===== src/rtl/ret_pkg.sv =====
// REM episode trigger: shared types, constants and register codes.
// No dependencies; imported by every module of the block.
`timescale 1ns / 1ps

package ret_pkg;

  // Default width of sample timestamps and run durations
  localparam int unsigned TIME_BITS_DEF = 48;

  // Width of each threshold register
  localparam int unsigned CFG_W = 48;

  // Register index width on the configuration port
  localparam int unsigned CFG_IDX_W = 2;

  // Episode counter: width, saturation value, episode that arms the first offset
  localparam int unsigned EP_W = 3;
  localparam logic [EP_W-1:0] EPISODE_CAP   = 3'd4;
  localparam logic [EP_W-1:0] THIRD_EPISODE = 3'd3;

  // Register indexes
  typedef enum logic [CFG_IDX_W-1:0] {
    REG_MIN_REM_DURATION    = 2'd0,
    REG_THIRD_EPISODE_DELAY = 2'd1,
    REG_LATER_EPISODE_DELAY = 2'd2
  } ret_reg_e;

  // Threshold set handed to the decision logic
  typedef struct packed {
    logic [CFG_W-1:0] min_rem_duration;
    logic [CFG_W-1:0] third_episode_delay;
    logic [CFG_W-1:0] later_episode_delay;
  } ret_cfg_t;

endpackage


===== src/rtl/ret_cfg.sv =====
// REM episode trigger: threshold register file behind the write channel.
// Depends on ret_pkg for register codes and the threshold struct.
`timescale 1ns / 1ps

module ret_cfg (
  input  logic                           clk_i,
  input  logic                           rst_ni,
  input  logic                           cfg_valid_i,
  output logic                           cfg_ready_o,
  input  logic [ret_pkg::CFG_IDX_W-1:0]  cfg_index_i,
  input  logic [ret_pkg::CFG_W-1:0]      cfg_data_i,
  output ret_pkg::ret_cfg_t              cfg_o
);
  import ret_pkg::*;

  ret_cfg_t cfg_d, cfg_q;

  // Always ready; a write is registered into cfg_q
  assign cfg_ready_o = 1'b1;

  // Decode the index; unknown indexes leave the registers alone
  always_comb begin
    cfg_d = cfg_q;
    if (cfg_valid_i) begin
      unique case (cfg_index_i)
        REG_MIN_REM_DURATION:    cfg_d.min_rem_duration    = cfg_data_i;
        REG_THIRD_EPISODE_DELAY: cfg_d.third_episode_delay = cfg_data_i;
        REG_LATER_EPISODE_DELAY: cfg_d.later_episode_delay = cfg_data_i;
        default:                 cfg_d = cfg_q;
      endcase
    end
  end

  always_ff @(posedge clk_i or negedge rst_ni) begin
    if (!rst_ni) begin
      cfg_q <= '0;
    end else begin
      cfg_q <= cfg_d;
    end
  end

  assign cfg_o = cfg_q;

endmodule


===== src/rtl/ret_core.sv =====
// REM episode trigger: run tracking, episode counting and activation state.
// Depends on ret_pkg; fed from the input register, drives the result register.
`timescale 1ns / 1ps

module ret_core #(
  parameter int unsigned TIME_BITS = ret_pkg::TIME_BITS_DEF
) (
  input  logic                 clk_i,
  input  logic                 rst_ni,
  input  logic                 step_i,      // one sample processed this cycle
  input  logic [TIME_BITS-1:0] ts_i,
  input  logic                 rem_i,
  input  ret_pkg::ret_cfg_t    cfg_i,
  output logic                 active_o     // active flag after this sample
);
  import ret_pkg::*;

  localparam int unsigned CMP_W = (TIME_BITS > CFG_W) ? TIME_BITS : CFG_W;

  logic                 rem_seen_d, rem_seen_q;
  logic [TIME_BITS-1:0] start_d, start_q;
  logic [TIME_BITS-1:0] dur_d, dur_q;
  logic                 counted_d, counted_q;
  logic [EP_W-1:0]      ep_cnt_d, ep_cnt_q;
  logic                 active_d, active_q;

  logic [TIME_BITS-1:0] elapsed;
  logic [CMP_W-1:0]     elapsed_x;
  logic [EP_W-1:0]      ep_next;
  logic                 over_min;
  logic                 reach_third;
  logic                 reach_later;

  // Duration since run start, wrapping at the timestamp width
  assign elapsed   = ts_i - start_q;
  assign elapsed_x = CMP_W'(elapsed);

  // Threshold compares run in parallel off the fresh duration
  assign over_min    = elapsed_x >  CMP_W'(cfg_i.min_rem_duration);
  assign reach_third = elapsed_x >= CMP_W'(cfg_i.third_episode_delay);
  assign reach_later = elapsed_x >= CMP_W'(cfg_i.later_episode_delay);

  // Count the run once, saturating at the cap
  assign ep_next = (!counted_q && (ep_cnt_q < EPISODE_CAP)) ? ep_cnt_q + 1'b1 : ep_cnt_q;

  // Next state for one sample
  always_comb begin
    rem_seen_d = rem_seen_q;
    start_d    = start_q;
    dur_d      = dur_q;
    counted_d  = counted_q;
    ep_cnt_d   = ep_cnt_q;
    active_d   = active_q;
    if (!rem_i) begin
      // Leaving REM: drop run state, keep the episode count
      if (rem_seen_q) begin
        rem_seen_d = 1'b0;
        active_d   = 1'b0;
        counted_d  = 1'b0;
        dur_d      = '0;
      end
    end else if (!rem_seen_q) begin
      // First REM sample opens a run
      rem_seen_d = 1'b1;
      start_d    = ts_i;
      dur_d      = '0;
    end else begin
      dur_d = elapsed;
      if (over_min) begin
        counted_d = 1'b1;
        ep_cnt_d  = ep_next;
        if (ep_next == THIRD_EPISODE) begin
          if (reach_third) active_d = 1'b1;
        end else if (ep_next > THIRD_EPISODE) begin
          if (reach_later) active_d = 1'b1;
        end
      end
    end
  end

  // Advance state only on a processed sample
  always_ff @(posedge clk_i or negedge rst_ni) begin
    if (!rst_ni) begin
      rem_seen_q <= 1'b0;
      start_q    <= '0;
      dur_q      <= '0;
      counted_q  <= 1'b0;
      ep_cnt_q   <= '0;
      active_q   <= 1'b0;
    end else if (step_i) begin
      rem_seen_q <= rem_seen_d;
      start_q    <= start_d;
      dur_q      <= dur_d;
      counted_q  <= counted_d;
      ep_cnt_q   <= ep_cnt_d;
      active_q   <= active_d;
    end
  end

  assign active_o = active_d;

  // Episode counter never passes the cap
  a_cap: assert property (@(posedge clk_i) disable iff (!rst_ni)
    ep_cnt_q <= EPISODE_CAP)
    else $error("episode count above cap");

  // Active only inside a run that reached the third episode
  a_active_run: assert property (@(posedge clk_i) disable iff (!rst_ni)
    active_q |-> (rem_seen_q && counted_q && ep_cnt_q >= THIRD_EPISODE))
    else $error("active outside a qualifying run");

  // A counted run has at least one episode on record
  a_counted: assert property (@(posedge clk_i) disable iff (!rst_ni)
    counted_q |-> (rem_seen_q && ep_cnt_q != '0))
    else $error("counted run without episode");

  // Outside a run the duration stays cleared
  a_idle_dur: assert property (@(posedge clk_i) disable iff (!rst_ni)
    !rem_seen_q |-> (dur_q == '0))
    else $error("duration held outside a run");

  // The episode count never decreases
  a_mono: assert property (@(posedge clk_i) disable iff (!rst_ni)
    step_i |=> (ep_cnt_q >= $past(ep_cnt_q)))
    else $error("episode count dropped");

endmodule


===== src/rtl/rem_episode_trigger_top.sv =====
// REM episode trigger: top level with input register, result register and ports.
// Depends on ret_pkg, ret_cfg and ret_core.
//
//  channel   dir  handshake                    payload
//  s_axis    in   s_axis_tvalid/s_axis_tready  tdata: timestamp_ms; tuser: stage_is_rem
//  m_axis    out  m_axis_tvalid/m_axis_tready  tdata: trigger_active in bit 0
//  cfg       in   cfg_valid_i/cfg_ready_o      cfg_index_i, cfg_data_i
//
// One sample per clock while the result side drains: an item is captured in the input
// register, then the run logic (one subtract, three compares) updates state and loads the
// result register, which drives tvalid; an item thus passes the input register and then
// the result register before its result can be accepted.
// Reset (rst_ni low, asynchronous) clears both pipeline stages, state and thresholds.
// A stalled result holds both stages; the input side keeps taking items while
// the input register is empty or moving on.
`timescale 1ns / 1ps

module rem_episode_trigger_top #(
  parameter int unsigned TIME_BITS = ret_pkg::TIME_BITS_DEF
) (
  input  logic                           clk_i,
  input  logic                           rst_ni,
  // Samples in
  input  logic                           s_axis_tvalid,
  output logic                           s_axis_tready,
  input  logic [((TIME_BITS+7)/8)*8-1:0] s_axis_tdata,   // [TIME_BITS-1:0] timestamp_ms
  input  logic                           s_axis_tuser,   // [0] stage_is_rem
  // Results out
  output logic                           m_axis_tvalid,
  input  logic                           m_axis_tready,
  output logic [7:0]                     m_axis_tdata,   // [0] trigger_active
  // Threshold writes
  input  logic                           cfg_valid_i,
  output logic                           cfg_ready_o,
  input  logic [ret_pkg::CFG_IDX_W-1:0]  cfg_index_i,
  input  logic [ret_pkg::CFG_W-1:0]      cfg_data_i
);
  import ret_pkg::*;

  ret_cfg_t             cfg;
  logic                 advance;
  logic                 in_vld_q;
  logic [TIME_BITS-1:0] ts_q;
  logic                 rem_q;
  logic                 out_vld_q;
  logic                 active_q;
  logic                 active;
  logic                 step;

  // Thresholds
  ret_cfg u_cfg (
    .clk_i       (clk_i),
    .rst_ni      (rst_ni),
    .cfg_valid_i (cfg_valid_i),
    .cfg_ready_o (cfg_ready_o),
    .cfg_index_i (cfg_index_i),
    .cfg_data_i  (cfg_data_i),
    .cfg_o       (cfg)
  );

  // Pipeline moves when the result slot is free or being drained
  assign advance       = !out_vld_q || m_axis_tready;
  assign s_axis_tready = !in_vld_q || advance;
  assign step          = in_vld_q && advance;

  // Input register
  always_ff @(posedge clk_i or negedge rst_ni) begin
    if (!rst_ni) begin
      in_vld_q <= 1'b0;
    end else if (s_axis_tready) begin
      in_vld_q <= s_axis_tvalid;
    end
  end

  always_ff @(posedge clk_i) begin
    if (s_axis_tready && s_axis_tvalid) begin
      ts_q  <= s_axis_tdata[TIME_BITS-1:0];
      rem_q <= s_axis_tuser;
    end
  end

  // Run and episode logic
  ret_core #(
    .TIME_BITS (TIME_BITS)
  ) u_core (
    .clk_i    (clk_i),
    .rst_ni   (rst_ni),
    .step_i   (step),
    .ts_i     (ts_q),
    .rem_i    (rem_q),
    .cfg_i    (cfg),
    .active_o (active)
  );

  // Result register
  always_ff @(posedge clk_i or negedge rst_ni) begin
    if (!rst_ni) begin
      out_vld_q <= 1'b0;
    end else if (advance) begin
      out_vld_q <= in_vld_q;
    end
  end

  always_ff @(posedge clk_i) begin
    if (step) begin
      active_q <= active;
    end
  end

  assign m_axis_tvalid = out_vld_q;
  assign m_axis_tdata  = {7'b0, active_q};

endmodule

===== config.mk =====
export PLATFORM = sky130hd
export DESIGN_NAME = rem_episode_trigger_top
export DESIGN_NICKNAME = d
export VERILOG_FILES = /design/src/rtl/ret_pkg.sv /design/src/rtl/ret_cfg.sv /design/src/rtl/ret_core.sv /design/src/rtl/rem_episode_trigger_top.sv
export SDC_FILE = /design/constraint.sdc
export NUM_CORES = 1
export LEC_CHECK = 0
export BUFFER_PORTS_ARGS = -buffer_cell sky130_fd_sc_hd__buf_4
export CORE_ASPECT_RATIO = 1.25
export CORE_UTILIZATION = 55
export CTS_CLUSTER_SIZE = 14
export DETAILED_ROUTE_END_ITERATION = 8
export GPL_ROUTABILITY_DRIVEN = 0
export GPL_TIMING_DRIVEN = 0
export PLACE_DENSITY = 0.88
export SLEW_MARGIN = 20
export SYNTH_ARGS = -nofsm -noshare
export SYNTH_HDL_FRONTEND = slang
export SYNTH_SLANG_ARGS = --single-unit

===== constraint.sdc =====
create_clock -name clk_i -period 5.1 [get_ports clk_i]
set_clock_uncertainty 0.15 [all_clocks]
set_input_delay 0.255 -clock clk_i [delete_from_list [all_inputs] [get_ports clk_i]]
set_output_delay 0.255 -clock clk_i [all_outputs]
set_load 0.05 [all_outputs]

Word-level counts from Yosys, hierarchy flattened
Cells that the tools add are included.
{"block": "totals", "elab_cells": 54, "out_inout_bits": 11, "rom_bits": 0, "latchBits": 0, "mem_bits_rw": 0, "input_bits": 104, "ff_bits": 250, "mem_count": 0}
{"block": "classes", "n_eq_ne": 4, "multipliers": 0, "n_addsub": 2, "bitwise_logic": 1, "mux": 14, "magnitude_cmp": 5, "shifts": 0, "n_reduce_logical": 15, "n_div": 0}
{"op": "$ge A48 B48 Y1", "n": 2}
{"op": "$gt A48 B48 Y1", "n": 1}
{"op": "$sub A48 B48 Y48", "n": 1}
{"op": "$mux W1", "n": 13}
{"op": "$reduce_and A2 Y1", "n": 3}
{"op": "$reduce_and A3 Y1", "n": 2}
{"op": "$reduce_and A4 Y1", "n": 1}
{"op": "$add A3 B1 Y3 const B", "n": 1}
{"op": "$eq A3 B2 Y1 const B", "n": 1}
{"op": "$gt A3 B2 Y1 const B", "n": 1}
{"op": "$logic_and A1 B1 Y1", "n": 3}
{"op": "$logic_not A1 Y1", "n": 3}
{"op": "$lt A3 B3 Y1 const B", "n": 1}
{"op": "$mux W3", "n": 1}
{"op": "$eq A2 B1 Y1 const B", "n": 1}
{"op": "$eq A2 B2 Y1 const B", "n": 1}
{"op": "$logic_not A2 Y1", "n": 1}
{"op": "$logic_or A1 B1 Y1", "n": 2}
{"op": "$ne A2 B1 Y1 const B", "n": 1}
{"op": "$not A1 Y1", "n": 1}

Logic depth before layout (Yosys ltp)
Gate-level depths: netlist of run 1.
{"block": "depth", "word_depth": 9, "depth_mapped": 22}

Cells and area by module
A second synthesis of run 1 with hierarchy kept.
{"block": "hier_totals", "hier_cells": 1461, "area_unflattened_um2": 15672.5}
{"mod": "ret_core", "seq_area_each_um2": 1351.3, "cells_per_inst": 1086, "area_each_um2": 8632.0, "instances": 1}
{"mod": "ret_cfg", "seq_area_each_um2": 3603.5, "cells_per_inst": 308, "area_each_um2": 5371.4, "instances": 1}
{"mod": "rem_episode_trigger_top", "seq_area_each_um2": 1551.5, "cells_per_inst": 67, "area_each_um2": 1669.1, "instances": 1}

Worst setup path before layout of run 1
No wires, ideal clock.
{"block": "synth_path", "kind": "register to register", "from": "register u_core.start_q[0]", "to": "register u_core.ep_cnt_q[1]", "synth_period_minus_slack_ps": 4974, "path_slack_ps": 126, "setup_time_ps": 125, "n_path_buf": 0, "path_stages_with_launch": 21, "arrival_ps": 4700, "path_cell_list": "dfrtp_1 > ha_1 > inv_1 > fa_1 > a211oi_1 > o211ai_2 > a31oi_1 > a21oi_2 > o2bb2ai_2 > or4_4 > a311o_1 > o31a_1 > xnor2_1 > ha_1 > nand4_1 > or3_1 > o211ai_1 > o211a_1 > nand2_1 > nor4_1 > mux2_2"}
{"block": "synth_between", "elab_chain_cells": 3}
{"element": "start: declaration", "line": "ret_core.sv:21", "source": "logic [TIME_BITS-1:0] start_d, start_q;"}
{"element": "start signal: assignment", "line": "ret_core.sv:92", "source": "start_q <= start_d;"}
{"element": "$sub A48 B48 Y48", "line": "ret_core.sv:35", "source": "assign elapsed = ts_i - start_q;"}
{"element": "$gt A48 B48 Y1", "line": "ret_core.sv:39", "source": "assign over_min = elapsed_x > CMP_W'(cfg_i.min_rem_duration);"}
{"element": "$reduce_and A4 Y1 (no line)"}
{"element": "end signal: assignment", "line": "ret_core.sv:95", "source": "ep_cnt_q <= ep_cnt_d;"}
{"element": "end: declaration", "line": "ret_core.sv:24", "source": "logic [EP_W-1:0] ep_cnt_d, ep_cnt_q;"}
Every way passes these cells.
A chain may end at the register's enable or synchronous reset.

Final worst setup path of run 1
{"block": "layout_path", "from": "register ts_q[14]", "to": "register u_core.ep_cnt_q[1]"}
{"block": "layout_between", "elab_chain_cells": 3}
{"element": "start: declaration", "line": "rem_episode_trigger_top.sv:43", "source": "logic [TIME_BITS-1:0] ts_q;"}
{"element": "start signal: assignment", "line": "rem_episode_trigger_top.sv:77", "source": "ts_q <= s_axis_tdata[TIME_BITS-1:0];"}
{"element": "$sub A48 B48 Y48", "line": "ret_core.sv:35"}
{"element": "$gt A48 B48 Y1", "line": "ret_core.sv:39"}
{"element": "$reduce_and A4 Y1 (no line)"}
Every way passes these cells.

==> results of run 1 <==
## area by class of cell
cell class / instances / area (sq um) / share of cell area, %
flip-flops and latches: 250 / 6510 / 33.6
inverters: 197 / 742 / 3.84
clock inverters: 12 / 180 / 0.932
clock buffers: 33 / 687 / 3.55
repair buffers: 244 / 2150 / 11.1
well taps: 345 / 432 / 2.23
plain buffers: 45 / 221 / 1.15
multi-input cells: 979 / 8420 / 43.5
## power breakdown
part / internal, W / switching, W
clock: 0.00120 / 0.000828
combinational: 0.00261 / 0.00369
sequential: 0.00243 / 0.000245
## critical path, stage by stage (launching register included)
cell and delay, ns:
edfxtp_1 0.46, ha_4 0.31, a21oi_2 0.48, o21ai_0 0.35, nor2_1 0.61, a311oi_4 0.12
a31oi_4 0.30, o21ai_4 0.12, a21oi_2 0.19, o21ai_2 0.10, xor2_1 0.16, buf_4 0.16
ha_1 0.32, nand4_1 0.22, o31a_1 0.39, o211ai_1 0.40, o211a_1 0.24, nand2_2 0.09
nor4_4 0.20, mux2_4 0.33
## through the flow
step	hold slack (ns)	total power, W	instance area [sq um]	util, %
floorplan	-0.191	0.00622	15300	-
global placement	0.283	0.00722	16500	61.0
detailed placement	-0.0338	0.00759	16600	61.3
CTS	0.00224	0.0100	19000	70.0
global route	0.0333	0.0115	19300	71.4
finish	-0.00329	0.0110	19300	71.4
## layer usage
layer / wire, um / global-route usage, % / up-vias
met4: 4030 / 20.7 / 0
met5: 0 / 0 / -
met1: 17300 / 38.4 / 6451
met3: 4630 / 4.58 / 368
met2: 21600 / 49.9 / 1115
li1: - / - / 5724
## registers in the layout (all words and copies together), names as in the netlist
name / flops
ts_q: 48
u_core.start_q: 48
u_cfg.cfg_o: 144
m_axis_tvalid: 1
active_q: 1
rem_q: 1
u_core.rem_seen_q: 1
u_core.ep_cnt_q: 3
u_core.counted_q: 1
u_core.active_q: 1
in_vld_q: 1
## cell usage in the layout, fill, tap and decap left out, types with 50 or more instances in the layout
cell / n
a21o_1: 66
a21oi_1: 87
buf_4: 146
dfrtp_1: 200
dlygate4sd3_1: 101
edfxtp_1: 50
ha_1: 175
inv_1: 195
mux2_2: 144
nand2_1: 93
o21ai_0: 88
## worst max path at each step
stage                              startpoint                              to  slack [ns]  depth (start not counted)
4_1_cts                    ts_q[10]$_DFFE_PP_  u_core.ep_cnt_q[1]$_DFFE_PN0P_       -0.04                         19
3_3_place_gp                ts_q[5]$_DFFE_PP_  u_core.ep_cnt_q[1]$_DFFE_PN0P_       -0.88                         18
2_1_floorplan   u_core.start_q[0]$_DFFE_PN0P_  u_core.ep_cnt_q[1]$_DFFE_PN0P_        0.13                         20
3_5_place_dp                ts_q[4]$_DFFE_PP_  u_core.ep_cnt_q[1]$_DFFE_PN0P_       -0.97                         17
6_report                   ts_q[14]$_DFFE_PP_  u_core.ep_cnt_q[1]$_DFFE_PN0P_       -0.76                         19
5_1_grt        u_core.start_q[15]$_DFFE_PN0P_  u_core.ep_cnt_q[1]$_DFFE_PN0P_       -0.78                         19
## what timing repair did
item / 4_1_cts / 5_1_grt
setup endpoints to repair: 6 / 6
gates cloned: 0 / 0
pin swaps: 33 / 17
gates resized for setup: 59 / 42
endpoints found under the hold margin: 313 / 0
hold buffers: 101 / 0
buffers inserted: 16 / 18
## cell families after synthesis
| kind of cell | count (synthesis) | synth area share, % |
|---|---|---|
| AOI/OAI and AO/OA | 332 | 13.6 |
| xor gates and xnor gates | 47 | 2.70 |
| adders and majority gates | 193 | 15.9 |
| buffers and inverters | 244 | 6.30 |
| DFF | 250 | 42.6 |
| muxes | 145 | 10.7 |
| other | 2 | 0.0492 |
| and+or+nand+nor | 254 | 8.19 |
==> flow_summary_export.csv, run 1 <==
group,metric,value,unit
synth,synth_top_area_share,32.8,%
synth,ys_top_cells_by_count,"dfrtp_1 (200), inv_1 (197), ha_1 (192)",
global_route,grt_pass1_vias,13500,
worst_setup_path,r2r_slack,-0.76,ns
floorplanning,row_count,67,
worst_setup_path,r2r-end,"u_core.ep_cnt_q[1]$_DFFE_PN0P_",
synth,yosys-top-cells-area,"dfrtp_1 (33%), ha_1 (16%), mux2_2 (11%), edfxtp_1 (9.8%), inv_1 (4.8%)",
sta,setup_tns,-4.11,ns
clocking,worstSkewPairLatency,0.56,ns
detailed_routing,firstDrtPassIters,9,
synth,synthesis.area,0.0153,sq mm
clocking,numClockSinks,250,
layout,layout.cells.non_filler,2105,
power,irDropWorstVdd,0.340,mV
sta,whs,-0.00329,ns
power,power_density,569,mW/mm^2
floorplanning,die-area,0.0284,sq mm
worst_setup_path,r2r_start,"ts_q[14]$_DFFE_PP_",
sta,min_period,5.86,ns
synth,ys_warn_count,0,
synth,synth_cells,1467,
sta,tightest_slew,0.850,ns
clocking,cts_htree_levels,1,
synth,ys_types,63,
clocking,cts-root-buf,"clkbuf_16",
layout,syn_to_final_growth,26.7,%
sta,setup_ws,-0.756,ns
global_route,grt_antenna_before_repair,0,
global_route,grt_max_degree,94,
detailed_routing,drt_iter0_drc,1575,
detailed_routing,drt-wirelength-per-cell,22.6,um
floorplanning,die_w,151,um
worst_setup_path,crit_fanout,6,
global_route,gr-total-overflow,0,
clocking,clk_pin_slew_worst_paths,0.08,ns
sta,fin_crit_sh,115,%
run,drv_cap,0,
worst_hold_path,hold_path_class,"primary input to asynchronous set/reset pin",
place,dp.final_hpwl,27300,um
place,dp_cells,1927,
synth,synth_edf_count,50,
clocking,cts.path.max_buffers,3,
synth,synth_most_common_cell,"dfrtp_1",
worst_setup_path,critPathCaptureType,"flop",
detailed_routing,ant_nets,0,
detailed_routing,drc,38,
clocking,cts_made_buffers,25,
sta,hold_viol,2,
place,io_buffers,106,
detailed_routing,num_vias,13700,
run_status,violations,"DRC, hold timing, setup timing",
layout,antenna_cells,0,
power,leakagePower,9.18,nW
synth,ys_seq_area_share,42.6,%
global_route,grt_pass1_wl,68600,um
sta,setup_violations,6,
sta,rsz0062_at_grt,"true",
sta,drv_slew,0,
global_route,grt_usage,31.0,%
layout,finalNetCount,2039,
detailed_routing,routed_wl,47600,um
worst_setup_path,worstSetupPathType,"flop to flop",
clocking,cts_tree,"done",
worst_setup_path,startpoint_type,"flop",
synth,ys_ff_latch,250,
sta,clock.fmax,0.171,GHz
sta,relSlewSlack,43.2,%
floorplanning,start_util,56.4,%
synth,synthFlopType,"dfrtp_1",
worst_setup_path,r2r_cells,19,
detailed_routing,viasPerCell,6.49,
synth,synth.largest_area_cell,"dfrtp_1",
worst_setup_path,cp.arrival,6.14,ns
place,pre_cts_ws,-0.975,ns
layout,nFillCells,1642,
layout,layout-drive-gt1-share,23.4,%
floorplanning,ios,115,
synth,avgSynthCellArea,10.4,sq um
floorplanning,fp.dieH,188,um
synth,synth_async_sr_flop_share,80.0,%
floorplanning,core-area,0.0271,sq mm
worst_setup_path,required,5.38,ns
run_status,outcome,"finished with violations",
(Power assumes the default switching activity.)
==> run 2, diff against run 1 <==
--- a/config.mk
+++ b/config.mk
@@ -7,12 +7,11 @@
 export LEC_CHECK = 0
 export BUFFER_PORTS_ARGS = -buffer_cell sky130_fd_sc_hd__buf_4
 export CORE_ASPECT_RATIO = 1.25
-export CORE_UTILIZATION = 55
+export CORE_UTILIZATION = 45
 export CTS_CLUSTER_SIZE = 14
 export DETAILED_ROUTE_END_ITERATION = 8
 export GPL_ROUTABILITY_DRIVEN = 0
-export GPL_TIMING_DRIVEN = 0
-export PLACE_DENSITY = 0.88
+export PLACE_DENSITY = 0.76
 export SLEW_MARGIN = 20
 export SYNTH_ARGS = -nofsm -noshare
 export SYNTH_HDL_FRONTEND = slang
==> flow_summary_export.csv, run 2 (same netlist as run 1, synthesis figures left out) <==
group,metric,value,unit
floorplanning,row_count,75,
power,pwr-share-comb,56.5,%
global_route,grt_max_degree,100,
clocking,cts.path.max_buffers,3,
place,dp.final_hpwl,27000,um
sta,min_period,5.03,ns
global_route,grt_usage,21.8,%
worst_setup_path,critPathBufInv,2,
sta,fin_crit_sh,98.6,%
power,p_sw_share,40.2,%
sta,drv_slew,0,
layout,layout-drive-gt1-share,24.8,%
power,switching_power,0.00411,W
floorplanning,ios,115,
floorplanning,core-area,0.0335,sq mm
layout,finalNetCount,2035,
detailed_routing,num_vias,12000,
power,p_int,0.00610,W
detailed_routing,drt-wirelength-per-cell,17.4,um
global_route,gr-total-overflow,0,
sta,setup_violations,0,
worst_setup_path,crit_family,"compound AO/OA/AOI/OAI gates",
worst_setup_path,setup.worst_path.start,"ts_q[9]$_DFFE_PP_",
layout,largest_reg_flops,144,
power,clock_power_share,17.7,%
floorplanning,start_util,45.6,%
run_status,outcome,"finished clean",
clocking,cts_htree_levels,1,
worst_hold_path,hold_path_class,"primary input to asynchronous set/reset pin",
layout,syn_to_final_growth,26.0,%
worst_setup_path,crit_fanout,6,
floorplanning,fp.dieH,208,um
worst_setup_path,slowest_delay,0.42,ns
worst_setup_path,crit_path_top_delay_cell,"or4_4",
worst_setup_path,critPathCaptureType,"flop",
detailed_routing,ant_nets,0,
worst_setup_path,r2r_start,"ts_q[9]$_DFFE_PP_",
power,leakagePower,9.17,nW
worst_setup_path,worstSetupPathType,"flop to flop",
floorplanning,die_w,167,um
clocking,cts_tree,"done",
detailed_routing,drc,0,
worst_setup_path,cp.arrival,5.30,ns
layout,final_common_cell,"dfrtp_1",
run,drv_cap,0,
sta,relSlewSlack,34.8,%
clocking,numClockSinks,250,
power,irDropWorstVdd,0.261,mV
sta,hold_viol,0,
clocking,worstSkewPairLatency,0.54,ns
detailed_routing,routed_wl,37800,um
detailed_routing,firstDrtPassIters,7,
sta,rsz0062_at_grt,"true",
worst_setup_path,r2r_slack,0.07,ns
sta,clock.fmax,0.199,GHz
clocking,cts_made_buffers,25,
sta,tightest_slew,0.978,ns
clocking,clk_pin_slew_worst_paths,0.06,ns
worst_setup_path,worstPathCellList,"ha_1, buf_4, nand3_1, nor2_1, a31oi_2, a21oi_2, o2bb2ai_2, or4_4, a311o_1, buf_4, xnor2_1, ha_1, nand4_1, o31a_1, o211ai_1, o211a_1, nand2_2, nor4_4, mux2_2",
layout,most-common-layout-cells,"dfrtp_1 (200), inv_1 (196), buf_4 (182)",
power,power_density,531,mW/mm^2
layout,final_area,0.0192,sq mm
worst_setup_path,required,5.38,ns
global_route,grt_antenna_before_repair,0,
detailed_routing,viasPerCell,5.49,
power,seq_power_share,25.8,%
global_route,grt_pass1_wl,61100,um
worst_setup_path,startpoint_type,"flop",
floorplanning,die-area,0.0347,sq mm
place,dpl_cell_area,0.0169,sq mm
layout,antenna_cells,0,
global_route,grt_pass1_vias,12300,
sta,whs,0.229,ns
detailed_routing,drt_iter0_drc,635,
clocking,cts-root-buf,"clkbuf_16",
place,io_buffers,106,
## run 2: cell count changes in the layout (fill, tap and decap cells not counted), sizes merged
cell | before | now
buf | 167 | 183
bufinv | 5 | 2
clkbuf | 54 | 33
clkinv | 7 | 10
clkinvlp | 0 | 1
## run 2: stage by stage
| stage | instances | setup slack (ns) | power (W) | utilization [%] | setup TNS [ns] |
|---|---|---|---|---|---|
| floorplan | 1473 | 0.126 | 0.00622 | - | 0 |
| global placement | 2023 | -0.0665 | 0.00763 | 50.5 | -0.0665 |
| detailed placement | 2023 | -0.352 | 0.00787 | 50.5 | -1.13 |
| CTS | 2172 | 0.00159 | 0.00991 | 56.4 | 0 |
| global route | 2179 | -0.0666 | 0.0110 | 57.4 | -0.266 |
| finish | 2179 | 0.0712 | 0.0102 | 57.4 | 0 |
## run 2: power by group through the flow
stage / clock [W] / sequential [W] / combinational [W]
global placement: 0 / 0.00263 / 0.00500
detailed placement: 0 / 0.00266 / 0.00521
floorplan: 0 / 0.00260 / 0.00362
CTS: 0.00184 / 0.00263 / 0.00544
finish: 0.00180 / 0.00264 / 0.00577
global route: 0.00192 / 0.00268 / 0.00641
## run 2: routing by layer
metal	global-route usage, %	up-vias	share of wire (%)
met1	26.8	5804	42
met5	0	-	0
met3	2.40	103	4.1
li1	-	5703	-
met4	9.90	0	4.3
met2	38.6	345	49
## run 2: timing repair
action                                  CTS  global route
gates resized for setup                  26            50
hold buffers                            101             0
buffers inserted                          3             7
endpoints found under the setup margin    6             6
pin swaps                                30            31
hold endpoints to repair                292             0
## run 2: worst paths after layout
kind                                             endpoint  cells past startpoint
setup / recovery           u_core.ep_cnt_q[1]$_DFFE_PN0P_                     19
hold / removal               u_cfg.cfg_o[131]$_DFFE_PN0P_                      2
setup reg to reg           u_core.ep_cnt_q[1]$_DFFE_PN0P_                     19
hold reg to reg                 m_axis_tvalid$_DFFE_PN0P_                      1
max in group asynchronous    u_cfg.cfg_o[107]$_DFFE_PN0P_                      3
min in group clk_i                     ts_q[47]$_DFFE_PP_                      2
## run 2: worst reg2reg max path, delay by kind of cell, from the launching register on
kind                     cells  cell delay, ns
multiplexers                 1            0.36
XOR/XNOR                     1            0.16
flip-flops                   1            0.39
buffers and inverters        2            0.32
adder cells (fa/ha/maj)      2            0.68
AO/OA/AOI/OAI                7            1.71
AND/OR/NAND/NOR              6            1.15
## run 2: layout make-up
type,instances,area [sq um]
fill,2709,14300
multi-input combinational,979,8270
sequential,250,6510
timing repair buffer,285,2400
inverter,197,739
clock buffer,32,672
tap,423,529
clock inverter,13,113
==> run 3, diff against run 2 <==
--- a/config.mk
+++ b/config.mk
@@ -6,12 +6,14 @@
 export NUM_CORES = 1
 export LEC_CHECK = 0
 export BUFFER_PORTS_ARGS = -buffer_cell sky130_fd_sc_hd__buf_4
+export CELL_PAD_IN_SITES_DETAIL_PLACEMENT = 1
+export CELL_PAD_IN_SITES_GLOBAL_PLACEMENT = 2
 export CORE_ASPECT_RATIO = 1.25
-export CORE_UTILIZATION = 45
+export CORE_UTILIZATION = 36
 export CTS_CLUSTER_SIZE = 14
 export DETAILED_ROUTE_END_ITERATION = 8
 export GPL_ROUTABILITY_DRIVEN = 0
-export PLACE_DENSITY = 0.76
+export PLACE_DENSITY = 0.87
 export SLEW_MARGIN = 20
 export SYNTH_ARGS = -nofsm -noshare
 export SYNTH_HDL_FRONTEND = slang
==> flow_summary_export.csv, run 3 (same netlist as run 1, synthesis figures left out) <==
group,metric,value,unit
clocking,numClockSinks,250,
clocking,cts_made_buffers,28,
power,total_power,0.0110,W
power,leakagePower,9.50,nW
floorplanning,die_w,186,um
global_route,gr-usage-met2,38.1,%
detailed_routing,num_vias,12000,
sta,clock.fmax,0.195,GHz
detailed_routing,routed_wl,43800,um
floorplanning,fp.dieH,232,um
worst_setup_path,cp.arrival,5.42,ns
detailed_routing,viasPerCell,5.08,
worst_setup_path,crit_fanout,6,
layout,largest_reg_flops,144,
detailed_routing,ant_nets,0,
clocking,cts_tree,"done",
global_route,grt_pass1_wl,71200,um
power,irDropWorstVdd,0.293,mV
detailed_routing,firstDrtPassIters,6,
worst_setup_path,slowest_delay,0.50,ns
worst_setup_path,critPathCaptureType,"flop",
clocking,worstSkewPairLatency,0.56,ns
layout,most-common-layout-cells,"buf_4 (229), dfrtp_1 (200), inv_1 (196)",
layout,layout-drive-gt1-share,26.7,%
place,dp.final_hpwl,32100,um
global_route,grt_max_degree,97,
run,drv_cap,0,
layout,syn_to_final_growth,30.5,%
floorplanning,die-area,0.0432,sq mm
place,io_buffers,106,
place,dpl_cell_area,0.0175,sq mm
sta,setup_violations,2,
detailed_routing,drt_iter0_drc,462,
floorplanning,start_util,36.4,%
sta,min_period,5.13,ns
global_route,grt_pass1_vias,13500,
clocking,clk_pin_slew_worst_paths,0.06,ns
floorplanning,ios,115,
layout,final_area,0.0199,sq mm
global_route,grtUsageMet3,1.99,%
clocking,cts.path.max_buffers,3,
run_status,violations,"DRC, setup timing",
sta,setup_ws,-0.0284,ns
floorplanning,row_count,84,
sta,hold_viol,0,
sta,rsz0062_at_grt,"true",
sta,fin_crit_sh,101,%
global_route,met1_usage,26.1,%
worst_setup_path,required,5.39,ns
run_status,outcome,"finished with violations",
power,power_density,554,mW/mm^2
layout,final_common_cell,"buf_4",
sta,relSlewSlack,41.1,%
layout,antenna_cells,0,
clocking,cts-root-buf,"clkbuf_16",
worst_setup_path,crit_path_top_delay_cell,"or4_4",
worst_setup_path,worstSetupPathType,"flop to flop",
global_route,busiest_layer,"met2",
sta,drv_slew,0,
detailed_routing,drc,1,
global_route,grt_antenna_before_repair,0,
global_route,gr-total-overflow,0,
detailed_routing,drt-wirelength-per-cell,18.5,um
sta,tightest_slew,0.884,ns
floorplanning,core-area,0.0419,sq mm
worst_setup_path,worstPathCellList,"ha_4, buf_6, o211ai_4, o211ai_2, a31oi_2, a21oi_2, o2bb2ai_2, or4_4, a311o_1, o31a_1, xnor2_1, ha_1, nand4_1, or3_1, o211ai_1, o211a_1, nand2_2, nor4_4, mux2_4",
clocking,cts_htree_levels,1,
worst_hold_path,hold_path_class,"primary input to asynchronous set/reset pin",
worst_setup_path,startpoint_type,"flop",
layout,finalNetCount,2085,
global_route,grt_usage,20.9,%
layout,nFillCells,4596,
run 3: cell type report:
type                       instances  area (sq um)  area share [%]
sequential                       250          6510            32.7
clock inverter                    12           169           0.848
tap                              559           699            3.51
multi-input combinational        979          8230            41.3
inverter                         197           739            3.71
timing repair buffer             332          2760            13.8
clock buffer                      40           817            4.10
run 3: worst max-delay path: cells and delay by family (launching register included):
kind	cells	cell delay (ns)
xor gates and xnor gates	1	0.15
AOI/OAI and AO/OA	9	1.76
buffers and inverters	1	0.12
DFF	1	0.46
muxes	1	0.33
adders and majority gates	2	0.64
and+or+nand+nor	5	1.42
run 3: timing repair:
item	in CTS	in global routing
hold buffers	101	0
setup endpoints to repair	6	6
endpoints found under the hold margin	289	0
pin swaps	21	24
resized for setup	31	30
setup buffers	4	5
run 3: path summary, 6_finish.rpt:
path | start | endpoint | cells past startpoint | slack [ns]
worst max register to register | ts_q[5]$_DFFE_PP_ | u_core.ep_cnt_q[1]$_DFFE_PN0P_ | 19 | -0.03
worst min register to register | in_vld_q$_DFFE_PN0N_ | m_axis_tvalid$_DFFE_PN0P_ | 1 | 0.34
worst max-delay path | ts_q[5]$_DFFE_PP_ | u_core.ep_cnt_q[1]$_DFFE_PN0P_ | 19 | -0.03
min in group clk_i | s_axis_tdata[7] | ts_q[7]$_DFFE_PP_ | 2 | 0.27
max in group asynchronous | rst_ni | u_cfg.cfg_o[57]$_DFFE_PN0P_ | 3 | 3.27
worst min-delay path | rst_ni | u_cfg.cfg_o[136]$_DFFE_PN0P_ | 2 | 0.18
run 3: layer usage:
layer / vias up / wire length, um
li1: 5810 / -
met1: 5989 / 18900
met2: 178 / 22700
met3: 63 / 1200
met4: 0 / 945
met5: - / 0
run 3: metrics by stage:
stage / std cells / utilization (%) / TNS (ns) / hold slack (ns) / worst slack, ns
floorplan: 1473 / - / 0 / -0.191 / 0.126
global placement: 2208 / 41.6 / -0.176 / 0.226 / -0.176
detailed placement: 2208 / 41.6 / -1.14 / 0.234 / -0.359
CTS: 2365 / 46.9 / 0 / 0.209 / 0.00641
global route: 2369 / 47.5 / -1.07 / 0.262 / -0.285
finish: 2369 / 47.5 / -0.0428 / 0.177 / -0.0284
run 3: report_power, final:
part	total [W]	internal, W	switching [W]
Combinational	0.00623	0.00290	0.00333
Clock	0.00217	0.00132	0.000852
Sequential	0.00263	0.00243	0.000203
